`src/rtl/opp_pkg.sv`:
```
// ----------------------------------------------------------------------------
// opp_pkg: shared types, constants and helpers of the onset peak picker
// Widths, ring geometry, register indexes and the item carried from the
// front part to the back part.
// ----------------------------------------------------------------------------
`default_nettype none

package opp_pkg;

   localparam int RingDepth = 32;
   localparam int RingAw    = (RingDepth > 1) ? $clog2(RingDepth) : 1;
   localparam int ModW      = (RingAw + 1 > 6) ? RingAw + 1 : 6;

   localparam int EnvW   = 16;
   localparam int CtlW   = 4;
   localparam int WideW  = 16;
   localparam int FrameW = 32;
   localparam int OffW   = 6;
   localparam int SpanW  = 5;
   localparam int SumW   = 21;
   localparam int ProdW  = 21;
   localparam int IdxW   = 3;

   localparam int QDepth = 2;
   localparam int QAw    = (QDepth > 1) ? $clog2(QDepth) : 1;
   localparam int QCntW  = $clog2(QDepth + 1);

   localparam logic [IdxW-1:0] CsrPreMax  = 3'd0;
   localparam logic [IdxW-1:0] CsrPostMax = 3'd1;
   localparam logic [IdxW-1:0] CsrPreAvg  = 3'd2;
   localparam logic [IdxW-1:0] CsrPostAvg = 3'd3;
   localparam logic [IdxW-1:0] CsrMargin  = 3'd4;
   localparam logic [IdxW-1:0] CsrMinGap  = 3'd5;

   typedef struct packed {
      logic [CtlW-1:0]  pre_max;
      logic [CtlW-1:0]  post_max;
      logic [CtlW-1:0]  pre_avg;
      logic [CtlW-1:0]  post_avg;
      logic [WideW-1:0] margin;
      logic [WideW-1:0] min_gap;
   } cfg_type;

   typedef struct packed {
      logic [EnvW-1:0]   env_value;
      logic              warm;
      logic [FrameW-1:0] cand_frame;
   } item_type;

   typedef struct packed {
      logic full;
      logic not_empty;
   } queue_status_type;

   function automatic logic [CtlW-1:0] max4(input logic [CtlW-1:0] a,
                                            input logic [CtlW-1:0] b);
      return (a > b) ? a : b;
   endfunction

   function automatic logic [RingAw-1:0] next_slot(input logic [RingAw-1:0] p);
      return (p == RingAw'(RingDepth - 1)) ? '0 : p + 1'b1;
   endfunction

   // Slot that lies span entries behind newest, modulo the ring depth
   function automatic logic [RingAw-1:0] span_slot(input logic [RingAw-1:0] newest,
                                                   input logic [SpanW-1:0]  span);
      logic [ModW-1:0] x;
      logic [ModW-1:0] d;
      logic [ModW-1:0] w;
      x = ModW'(span);
      d = ModW'(RingDepth);
      for (int k = 0; k < 8; k++) begin
         if (x >= d) x = x - d;
      end
      w = ModW'(newest);
      if (w >= x) w = w - x;
      else        w = w + d - x;
      return w[RingAw-1:0];
   endfunction

endpackage

`default_nettype wire

```
`src/rtl/opp_front.sv`:
```
// ----------------------------------------------------------------------------
// opp_front: input side of the onset peak picker
// Accepts envelope items, counts frames and marks warm-up items before
// handing them to the queue.
// ----------------------------------------------------------------------------
`default_nettype none

module opp_front (
   input  wire logic                      clock,
   input  wire logic                      reset,
   input  wire opp_pkg::cfg_type          cfg,
   input  wire logic                      req_valid,
   output logic                           req_stall,
   input  wire logic [opp_pkg::EnvW-1:0]  req_env_value,
   input  wire opp_pkg::queue_status_type q_stat,
   output logic                           q_push,
   output opp_pkg::item_type              q_item
);

   logic [opp_pkg::FrameW-1:0] frame_count_ff;
   logic [opp_pkg::FrameW-1:0] frame_count_in;
   logic [opp_pkg::CtlW-1:0]   delay;

   assign req_stall      = q_stat.full;
   assign q_push         = req_valid && !q_stat.full;
   assign delay          = opp_pkg::max4(cfg.post_max, cfg.post_avg);
   assign frame_count_in = frame_count_ff + 1'b1;

   // classify against the count as it stands once this frame is in
   always_comb begin
      q_item.env_value  = req_env_value;
      q_item.warm       = frame_count_in <= opp_pkg::FrameW'(delay);
      q_item.cand_frame = frame_count_in - opp_pkg::FrameW'(delay);
   end

   always_ff @(posedge clock) begin
      if (reset) begin
         frame_count_ff <= '0;
      end else if (q_push) begin
         frame_count_ff <= frame_count_in;
      end
   end

endmodule

`default_nettype wire

```
`src/rtl/opp_queue.sv`:
```
// ----------------------------------------------------------------------------
// opp_queue: short item queue between front and back parts
// Lets the front accept the next frame while the back still walks the ring.
// ----------------------------------------------------------------------------
`default_nettype none

module opp_queue (
   input  wire logic                      clock,
   input  wire logic                      reset,
   input  wire logic                      push,
   input  wire opp_pkg::item_type         push_item,
   input  wire logic                      pop,
   output opp_pkg::item_type              head_item,
   output opp_pkg::queue_status_type      stat
);

   opp_pkg::item_type          entry_ff [opp_pkg::QDepth];
   logic [opp_pkg::QAw-1:0]    wr_ptr_ff;
   logic [opp_pkg::QAw-1:0]    rd_ptr_ff;
   logic [opp_pkg::QCntW-1:0]  count_ff;

   function automatic logic [opp_pkg::QAw-1:0] bump(input logic [opp_pkg::QAw-1:0] p);
      return (p == opp_pkg::QAw'(opp_pkg::QDepth - 1)) ? '0 : p + 1'b1;
   endfunction

   assign head_item      = entry_ff[rd_ptr_ff];
   assign stat.full      = count_ff == opp_pkg::QCntW'(opp_pkg::QDepth);
   assign stat.not_empty = count_ff != '0;

   always_ff @(posedge clock) begin
      if (push) entry_ff[wr_ptr_ff] <= push_item;
   end

   always_ff @(posedge clock) begin
      if (reset) begin
         wr_ptr_ff <= '0;
         rd_ptr_ff <= '0;
         count_ff  <= '0;
      end else begin
         if (push) wr_ptr_ff <= bump(wr_ptr_ff);
         if (pop)  rd_ptr_ff <= bump(rd_ptr_ff);
         if (push && !pop)      count_ff <= count_ff + 1'b1;
         else if (pop && !push) count_ff <= count_ff - 1'b1;
      end
   end

endmodule

`default_nettype wire

```
`src/rtl/opp_back.sv`:
```
// ----------------------------------------------------------------------------
// opp_back: ring store and peak decision of the onset peak picker
// Writes each frame into the ring; outside warm-up, walks the window around
// the candidate one entry a cycle and applies the maximum, mean and gap tests.
// ----------------------------------------------------------------------------
`default_nettype none

module opp_back (
   input  wire logic                      clock,
   input  wire logic                      reset,
   input  wire opp_pkg::cfg_type          cfg,
   input  wire opp_pkg::queue_status_type q_stat,
   input  wire opp_pkg::item_type         q_item,
   output logic                           q_pop,
   output logic                           rsp_valid,
   input  wire logic                      rsp_stall,
   output logic [opp_pkg::EnvW-1:0]       rsp_event_strength,
   output logic                           rsp_event_flag
);

   typedef enum logic [2:0] {
      ST_IDLE,
      ST_WALK,
      ST_EVAL,
      ST_DECIDE,
      ST_DONE
   } state_type;

   state_type                      state_ff;
   logic [opp_pkg::RingAw-1:0]     wp_ff;
   logic [opp_pkg::RingAw-1:0]     ptr_ff;
   logic signed [opp_pkg::OffW-1:0] off_ff;
   logic signed [opp_pkg::OffW-1:0] d_off_ff;
   logic                           d_valid_ff;
   logic                           issue_done_ff;
   logic [opp_pkg::EnvW-1:0]       max_ff;
   logic [opp_pkg::EnvW-1:0]       cand_ff;
   logic [opp_pkg::SumW-1:0]       sum_ff;
   logic [opp_pkg::ProdW-1:0]      prod_c_ff;
   logic [opp_pkg::ProdW-1:0]      prod_m_ff;
   logic [opp_pkg::FrameW-1:0]     cand_frame_ff;
   logic [opp_pkg::FrameW-1:0]     last_event_ff;
   logic                           have_event_ff;
   logic                           res_flag_ff;
   logic [opp_pkg::EnvW-1:0]       res_str_ff;
   logic                           rsp_valid_ff;
   logic [opp_pkg::EnvW-1:0]       rsp_str_ff;
   logic                           rsp_flag_ff;

   logic [opp_pkg::EnvW-1:0]       ring_mem [opp_pkg::RingDepth];
   logic [opp_pkg::RingDepth-1:0]  ring_vld_ff;
   logic [opp_pkg::EnvW-1:0]       rd_data_ff;
   logic                           rd_vld_ff;

   logic [opp_pkg::CtlW-1:0]       delay;
   logic [opp_pkg::CtlW-1:0]       lo;
   logic [opp_pkg::SpanW-1:0]      span;
   logic [opp_pkg::SpanW-1:0]      n_avg;
   logic signed [opp_pkg::OffW-1:0] delay_s;
   logic signed [opp_pkg::OffW-1:0] lo_s;
   logic signed [opp_pkg::OffW-1:0] max_lo_s;
   logic signed [opp_pkg::OffW-1:0] max_hi_s;
   logic signed [opp_pkg::OffW-1:0] avg_lo_s;
   logic signed [opp_pkg::OffW-1:0] avg_hi_s;
   logic                           issue;
   logic [opp_pkg::EnvW-1:0]       v;
   logic                           in_max;
   logic                           in_avg;
   logic [opp_pkg::FrameW-1:0]     gap;
   logic                           gap_ok;
   logic                           mean_ok;
   logic                           pick;
   logic                           rsp_free;

   assign delay    = opp_pkg::max4(cfg.post_max, cfg.post_avg);
   assign lo       = opp_pkg::max4(cfg.pre_max, cfg.pre_avg);
   assign span     = {1'b0, delay} + {1'b0, lo};
   assign n_avg    = {1'b0, cfg.pre_avg} + {1'b0, cfg.post_avg} + 5'd1;
   assign delay_s  = $signed({2'b00, delay});
   assign lo_s     = -$signed({2'b00, lo});
   assign max_lo_s = -$signed({2'b00, cfg.pre_max});
   assign max_hi_s = $signed({2'b00, cfg.post_max});
   assign avg_lo_s = -$signed({2'b00, cfg.pre_avg});
   assign avg_hi_s = $signed({2'b00, cfg.post_avg});

   assign q_pop = (state_ff == ST_IDLE) && q_stat.not_empty;
   assign issue = (state_ff == ST_WALK) && !issue_done_ff;

   // entries never written since reset read as zero
   assign v      = rd_vld_ff ? rd_data_ff : '0;
   assign in_max = (d_off_ff >= max_lo_s) && (d_off_ff <= max_hi_s) && (d_off_ff != '0);
   assign in_avg = (d_off_ff >= avg_lo_s) && (d_off_ff <= avg_hi_s);

   assign gap     = cand_frame_ff - last_event_ff;
   assign gap_ok  = !have_event_ff || (gap >= opp_pkg::FrameW'(cfg.min_gap));
   assign mean_ok = {1'b0, prod_c_ff} >= ({1'b0, sum_ff} + {1'b0, prod_m_ff});
   assign pick    = (cand_ff != '0) && !(max_ff > cand_ff) && mean_ok && gap_ok;

   assign rsp_free           = !rsp_valid_ff || !rsp_stall;
   assign rsp_valid          = rsp_valid_ff;
   assign rsp_event_strength = rsp_str_ff;
   assign rsp_event_flag     = rsp_flag_ff;

   // ring store: one write at pop, one registered read a cycle during the walk
   always_ff @(posedge clock) begin
      if (q_pop) ring_mem[wp_ff] <= q_item.env_value;
      if (issue) begin
         rd_data_ff <= ring_mem[ptr_ff];
         rd_vld_ff  <= ring_vld_ff[ptr_ff];
      end
   end

   always_ff @(posedge clock) begin
      if (reset) begin
         ring_vld_ff <= '0;
      end else if (q_pop) begin
         ring_vld_ff[wp_ff] <= 1'b1;
      end
   end

   always_ff @(posedge clock) begin
      if (reset) begin
         state_ff      <= ST_IDLE;
         wp_ff         <= '0;
         have_event_ff <= 1'b0;
         last_event_ff <= '0;
         rsp_valid_ff  <= 1'b0;
         issue_done_ff <= 1'b0;
         d_valid_ff    <= 1'b0;
      end else begin
         // drop the taken result unless the next one is loaded this cycle
         if (rsp_valid_ff && !rsp_stall && (state_ff != ST_DONE)) rsp_valid_ff <= 1'b0;
         d_valid_ff <= issue;
         unique case (state_ff)
            ST_IDLE: begin
               if (q_pop) begin
                  wp_ff         <= opp_pkg::next_slot(wp_ff);
                  ptr_ff        <= opp_pkg::span_slot(wp_ff, span);
                  off_ff        <= lo_s;
                  cand_frame_ff <= q_item.cand_frame;
                  max_ff        <= '0;
                  sum_ff        <= '0;
                  cand_ff       <= '0;
                  issue_done_ff <= 1'b0;
                  res_flag_ff   <= 1'b0;
                  res_str_ff    <= '0;
                  // warm-up frames skip the walk and report no event
                  state_ff      <= q_item.warm ? ST_DONE : ST_WALK;
               end
            end
            ST_WALK: begin
               if (issue) begin
                  ptr_ff   <= opp_pkg::next_slot(ptr_ff);
                  off_ff   <= off_ff + 1'b1;
                  d_off_ff <= off_ff;
                  if (off_ff == delay_s) issue_done_ff <= 1'b1;
               end
               if (d_valid_ff) begin
                  if (in_max && (v > max_ff)) max_ff <= v;
                  if (in_avg) sum_ff <= sum_ff + opp_pkg::SumW'(v);
                  if (d_off_ff == '0) cand_ff <= v;
                  if (d_off_ff == delay_s) state_ff <= ST_EVAL;
               end
            end
            ST_EVAL: begin
               prod_c_ff <= opp_pkg::ProdW'(cand_ff) * opp_pkg::ProdW'(n_avg);
               prod_m_ff <= opp_pkg::ProdW'(cfg.margin) * opp_pkg::ProdW'(n_avg);
               state_ff  <= ST_DECIDE;
            end
            ST_DECIDE: begin
               res_flag_ff <= pick;
               res_str_ff  <= pick ? cand_ff : '0;
               if (pick) begin
                  have_event_ff <= 1'b1;
                  last_event_ff <= cand_frame_ff;
               end
               state_ff <= ST_DONE;
            end
            ST_DONE: begin
               if (rsp_free) begin
                  rsp_valid_ff <= 1'b1;
                  rsp_str_ff   <= res_str_ff;
                  rsp_flag_ff  <= res_flag_ff;
                  state_ff     <= ST_IDLE;
               end
            end
            default: state_ff <= ST_IDLE;
         endcase
      end
   end

`ifndef NO_ASSERTIONS
   a_flag_has_strength: assert property (@(posedge clock) disable iff (reset)
      (rsp_valid_ff && rsp_flag_ff) |-> (rsp_str_ff != '0))
      else $error("event reported with zero strength");

   a_no_flag_no_strength: assert property (@(posedge clock) disable iff (reset)
      (rsp_valid_ff && !rsp_flag_ff) |-> (rsp_str_ff == '0))
      else $error("strength shown without an event");

   a_pick_records_event: assert property (@(posedge clock) disable iff (reset)
      (state_ff == ST_DECIDE && pick) |=> (have_event_ff && last_event_ff == $past(cand_frame_ff)))
      else $error("picked event not recorded");

   a_walk_in_window: assert property (@(posedge clock) disable iff (reset)
      d_valid_ff |-> (d_off_ff <= delay_s && d_off_ff >= lo_s))
      else $error("walk offset outside window");

   a_done_waits: assert property (@(posedge clock) disable iff (reset)
      (state_ff == ST_DONE && !rsp_free) |=> (state_ff == ST_DONE))
      else $error("result dropped while output held");
`endif

endmodule

`default_nettype wire

```
`src/rtl/onset_peak_picker_top.sv`:
```
// ----------------------------------------------------------------------------
// onset_peak_picker_top: picks onset events from an envelope stream
// Takes one Q4.12 envelope value a frame and returns one result a frame.
// ----------------------------------------------------------------------------
// Usage:
//   req_*  : one envelope value per item, taken when req_valid is high and
//            req_stall low. req_stall rises while the two-entry queue is full.
//   rsp_*  : one result per input item, in order; held in an output register
//            until rsp_stall is low. event_flag marks a picked peak and
//            event_strength carries its value, else both are zero.
//   csr_*  : register writes by index (pre_max, post_max, pre_avg, post_avg,
//            margin, min_gap), taken at once. The user must write only while
//            no item is in flight; the block does not enforce this.
// Timing: an item walks offsets -lo to +delay, delay = max(post_max, post_avg),
//   lo = max(pre_max, pre_avg), then passes EVAL, DECIDE and DONE to rsp_valid;
//   the back part takes a new item only when idle. The walk reads the
//   single-port ring once a cycle; warm-up items skip the walk.
// Reset: synchronous; clears the ring (through per-entry valid bits), the
//   frame and event history and loads the default register values.
// A stalled receiver holds the result; the queue then fills and stalls req.
// ----------------------------------------------------------------------------
`default_nettype none

module onset_peak_picker_top (
   input  wire logic                      clock,
   input  wire logic                      reset,
   input  wire logic                      req_valid,
   output logic                           req_stall,
   input  wire logic [opp_pkg::EnvW-1:0]  req_env_value,
   output logic                           rsp_valid,
   input  wire logic                      rsp_stall,
   output logic [opp_pkg::EnvW-1:0]       rsp_event_strength,
   output logic                           rsp_event_flag,
   input  wire logic                      csr_we,
   input  wire logic [opp_pkg::IdxW-1:0]  csr_index,
   input  wire logic [opp_pkg::WideW-1:0] csr_wdata
);

   opp_pkg::cfg_type          cfg_ff;
   opp_pkg::queue_status_type q_stat;
   opp_pkg::item_type         push_item;
   opp_pkg::item_type         head_item;
   logic                      q_push;
   logic                      q_pop;

   always_ff @(posedge clock) begin
      if (reset) begin
         cfg_ff.pre_max  <= 4'd3;
         cfg_ff.post_max <= 4'd1;
         cfg_ff.pre_avg  <= 4'd3;
         cfg_ff.post_avg <= 4'd1;
         cfg_ff.margin   <= 16'd205;
         cfg_ff.min_gap  <= 16'd4;
      end else if (csr_we) begin
         unique case (csr_index)
            opp_pkg::CsrPreMax:  cfg_ff.pre_max  <= csr_wdata[opp_pkg::CtlW-1:0];
            opp_pkg::CsrPostMax: cfg_ff.post_max <= csr_wdata[opp_pkg::CtlW-1:0];
            opp_pkg::CsrPreAvg:  cfg_ff.pre_avg  <= csr_wdata[opp_pkg::CtlW-1:0];
            opp_pkg::CsrPostAvg: cfg_ff.post_avg <= csr_wdata[opp_pkg::CtlW-1:0];
            opp_pkg::CsrMargin:  cfg_ff.margin   <= csr_wdata;
            opp_pkg::CsrMinGap:  cfg_ff.min_gap  <= csr_wdata;
            default: ;
         endcase
      end
   end

   opp_front u_front (
      .clock         (clock),
      .reset         (reset),
      .cfg           (cfg_ff),
      .req_valid     (req_valid),
      .req_stall     (req_stall),
      .req_env_value (req_env_value),
      .q_stat        (q_stat),
      .q_push        (q_push),
      .q_item        (push_item)
   );

   opp_queue u_queue (
      .clock     (clock),
      .reset     (reset),
      .push      (q_push),
      .push_item (push_item),
      .pop       (q_pop),
      .head_item (head_item),
      .stat      (q_stat)
   );

   opp_back u_back (
      .clock              (clock),
      .reset              (reset),
      .cfg                (cfg_ff),
      .q_stat             (q_stat),
      .q_item             (head_item),
      .q_pop              (q_pop),
      .rsp_valid          (rsp_valid),
      .rsp_stall          (rsp_stall),
      .rsp_event_strength (rsp_event_strength),
      .rsp_event_flag     (rsp_event_flag)
   );

endmodule

`default_nettype wire

```
`config.mk`:
```
export PLATFORM = sky130hd
export DESIGN_NAME = onset_peak_picker_top
export DESIGN_NICKNAME = d
export VERILOG_FILES = /design/src/rtl/opp_pkg.sv /design/src/rtl/opp_front.sv /design/src/rtl/opp_queue.sv /design/src/rtl/opp_back.sv /design/src/rtl/onset_peak_picker_top.sv
export SDC_FILE = /design/constraint.sdc
export NUM_CORES = 2
export LEC_CHECK = 0
export BUFFER_PORTS_ARGS = -buffer_cell sky130_fd_sc_hd__buf_4
export CAP_MARGIN = 10
export CORE_MARGIN = 2
export CORE_UTILIZATION = 50
export CTS_BUF_LIST = sky130_fd_sc_hd__clkbuf_16
export DETAILED_ROUTE_END_ITERATION = 10
export HOLD_SLACK_MARGIN = 0.12
export PLACE_DENSITY = 0.64
export REMOVE_ABC_BUFFERS = 1
export SYNTH_ARGS = -nofsm -noshare
export SYNTH_HDL_FRONTEND = slang
export SYNTH_HIERARCHICAL = 1
export SYNTH_SLANG_ARGS = --single-unit
```
`constraint.sdc`:
```
create_clock -name clock -period 16.6 [get_ports clock]
set_clock_uncertainty 0.15 [all_clocks]
set_input_delay 1.66 -clock clock [delete_from_list [all_inputs] [get_ports clock]]
set_output_delay 1.66 -clock clock [all_outputs]
set_load 0.02 [all_outputs]
```
==> impl_metrics.yaml <==
synthesis:
  synth_cell_types: 92
  synthCells: 4038
  async_flop_share_pct: 0
  synthesis.area_um2: 50000
  ys_seq_area_share_pct: 54.8
  synthFlopType: "edfxtp_1"
  synth_seq_cells: 966
  yosys_warnings: 6
  avgSynthCellArea_um2: 12.4
  synth-edff-count: 805
pwr:
  pwr-share-comb_pct: 33.4
  p_leak_nw: 20.7
  irDropWorstVdd_uv: 126
  power.switching_mw: 2.77
  intPower_mw: 5.38
  p_clk_share_pct: 26.9
  p_sw_share_pct: 34.0
  p_per_area_nw_per_um2: 148
  report.power.total_mw: 8.15
  seqPwrFrac_pct: 39.7
setup_path:
  r2r_start: "cfg_ff[32]$_SDFFE_PP1P_"
  crit_fanout: 32
  start_kind: "flop"
  cp-end-kind: "flop"
  crit_arrival_ns: 6.71
  path_class: "reg2reg"
  r2r_end: "u_back/prod_c_ff[20]$_DFFE_PP_"
  rrSetupSlack_ns: 10.19
  required_ns: 16.90
  ff2ff_path_depth: 23
global_routing:
  grt_pass1_vias: 29970
  grt_pass1_wl_um: 173000
  grt_usage_pct: 21.5
  grt_max_degree: 122
  antenna_found_initial: 2
  grt_remaining_overflow: 0
route:
  ant_nets: 0
  first_pass_iters: 7
  vias: 30554
  wirelength_um: 110000
  wl_per_cell_um: 20.2
  first_iter_violations: 2236
  route.detailed.drc: 0
  via_per_inst: 5.60
layout:
  area_delta_synth_final_pct: 10.1
  layout-drive-gt1-share_pct: 11.2
  nFillCells: 8302
  final_nets: 4461
  layoutNonFillerInstCount: 5457
  final_core_util_pct: 55.3
clock_network:
  insertion_delay_ns: 0.70
  cts_setup_buffers: 0
  cts_tree: "built"
  cts_buffers: 100
  clock_sinks: 966
  cts_root_buffer: "clkbuf_16"
  post_cts_resized: 0
  cts_max_level: 3
  postCtsHoldBufs: 0
  path_clk_slew_ns: 0.06
  cts_buffer_depth: 3
timing:
  tns_ns: 0
  slew_headroom_pct: 21.2
  period_needed_ns: 6.41
  setup_viol: 0
  tightest_slew_ns: 1.18
  rsz0062_at_grt: "no"
  drv_slew: 0
  fin_crit_sh_pct: 38.6
  fmax_mhz: 156
  hold_violations: 0
floorplan:
  fp.dieW_um: 320
  die_height_um: 320
  initial_core_util_pct: 50.2
  die-area_um2: 103000
  core.rowCount: 116
  io_pins: 59
  core_um2: 99600
placed_design:
  dp_cells: 5269
  hpwl_um: 72100
  place_congestion: 0.838
  port_buffers: 58
hold_path:
  hold_depth: 0
  holdPathEnd: "u_back/rsp_event_strength[9]$_DFFE_PP_"
  worstHoldStart: "u_back/res_str_ff[9]$_SDFFCE_PN0P_"
  min_path_type: "reg2reg"
job:
  cap_violations: 0
status:
  run_status: "finished clean"
-- kinds of logic (layout without fill, tap and decap cells) --
group	after synthesis	in the layout	share of synthesized area, %
AO/OA/AOI/OAI	564	564	7.31
XOR/XNOR	191	191	3.34
adder cells (fa/ha/maj)	348	348	10.1
buffers and inverters	452	572	3.72
flip-flops	966	966	54.8
multiplexers	351	351	8.86
other	0	1	0
AND/OR/NAND/NOR	1166	1166	11.9
-- state kept, by name (all words and copies together), names as in the netlist, 21 cells and up, named ones only --
| signal | count |
|---|---|
| u_back/last_event_ff | 32 |
| u_front/frame_count_ff | 32 |
| u_queue/entry_ff | 98 |
| u_back/prod_m_ff | 21 |
| u_back/sum_ff | 21 |
| cfg_ff | 48 |
| u_back/ring_mem | 512 |
| u_back/prod_c_ff | 21 |
| u_back/ring_vld_ff | 32 |
| u_back/cand_frame_ff | 32 |
-- cells in the mapped netlist, drive strengths merged, types with 107 or more instances --
master / number / share of area (%)
edfxtp: 805 / 48
nor2: 347 / 2.6
inv: 267 / 2.0
ha: 257 / 6.4
mux2i: 231 / 4.6
nand2: 206 / 1.5
nand2b: 170 / 2.1
a21oi: 165 / 1.7
dfxtp: 161 / 6.4
o21ai: 139 / 1.4
xnor2: 111 / 1.9
clkbuf: 110 / 0.83
and2: 107 / 1.3
-- placed cells by master, fill, tap and decap left out, types with 52 or more instances in the layout --
master / Yosys / layout
a21oi_1: 165 / 164
and2_1: 106 / 105
buf_4: 19 / 115
clkbuf_16: 0 / 101
dfxtp_1: 161 / 160
edfxtp_1: 805 / 805
fa_1: 91 / 91
ha_1: 257 / 257
inv_1: 266 / 288
mux2_2: 52 / 52
mux2i_1: 231 / 231
mux4_2: 68 / 68
nand2_1: 206 / 205
nand2b_1: 170 / 169
nand3_1: 62 / 62
nor2_1: 347 / 320
o21ai_0: 135 / 135
o221ai_1: 53 / 53
xnor2_1: 111 / 109
xor2_1: 80 / 80
-- power by group through the flow --
stage | Clock, mW | Combinational (mW) | Sequential, mW
after detailed placement | 0 | 2.73 | 3.29
after global routing | 2.35 | 3.04 | 3.26
after global placement | 0 | 2.69 | 3.28
final | 2.19 | 2.72 | 3.24
after CTS | 2.24 | 2.74 | 3.24
after floorplan | 0 | 1.96 | 3.37
-- layout make-up --
cell class	count	area (um^2)	share of cell area [%]
tap	1298	1620	2.95
multi-input combinational	2620	20900	37.9
antenna	1	2.50	0.00454
inverter	268	1010	1.83
clock inverter	86	746	1.35
sequential	966	27400	49.7
clock buffer	101	2530	4.59
timing repair buffer	117	895	1.62
-- worst max-delay path, stage by stage (launching register included) --
cell	delay (ns)
dfxtp_1	0.46
inv_1	0.08
ha_1	0.23
fa_1	0.43
nor2b_1	0.12
o21ai_0	0.08
nand2b_1	0.08
buf_4	0.30
nand2_1	0.13
fa_1	0.52
fa_1	0.51
fa_1	0.54
inv_1	0.04
ha_1	0.32
a21o_1	0.19
a21oi_1	0.22
o21bai_1	0.09
a21oi_1	0.22
o21a_1	0.17
o21ai_0	0.12
o41ai_1	0.61
o311ai_0	0.28
a21oi_1	0.22
xnor2_1	0.08
-- per-stage QoR --
stage / cell area [um^2] / setup slack [ns] / hold WS [ns]
floorplan: 49200 / 8.02 / 0.250
global placement: 51800 / 10.24 / 0.254
detailed placement: 51800 / 10.19 / 0.255
CTS: 55100 / 10.20 / 0.268
global route: 55100 / 9.69 / 0.276
finish: 55100 / 10.19 / 0.267
-- worst max-delay path by stage --
stage | start | end | slack [ns] | cells past startpoint
2_1_floorplan | u_back/ptr_ff[0]$_DFFE_PP_ | u_back/ptr_ff[4]$_DFFE_PP_ | 8.02 | 5
3_3_place_gp | cfg_ff[32]$_SDFFE_PP1P_ | u_back/prod_c_ff[20]$_DFFE_PP_ | 10.24 | 23
3_5_place_dp | cfg_ff[36]$_SDFFE_PP1P_ | u_back/prod_c_ff[20]$_DFFE_PP_ | 10.19 | 23
4_1_cts | cfg_ff[32]$_SDFFE_PP1P_ | u_back/prod_c_ff[20]$_DFFE_PP_ | 10.20 | 23
5_1_grt | cfg_ff[36]$_SDFFE_PP1P_ | u_back/prod_c_ff[20]$_DFFE_PP_ | 9.69 | 23
6_report | cfg_ff[32]$_SDFFE_PP1P_ | u_back/prod_c_ff[20]$_DFFE_PP_ | 10.19 | 23
-- layer usage --
layer | up-vias | track usage (%) | routed length (um)
li1 | 14673 | - | -
met1 | 15168 | 29.8 | 50600
met5 | - | 0 | 13
met2 | 590 | 36.3 | 53100
met4 | 2 | 4.89 | 1710
met3 | 121 | 2.87 | 4700
(Power assumes the default switching activity.)
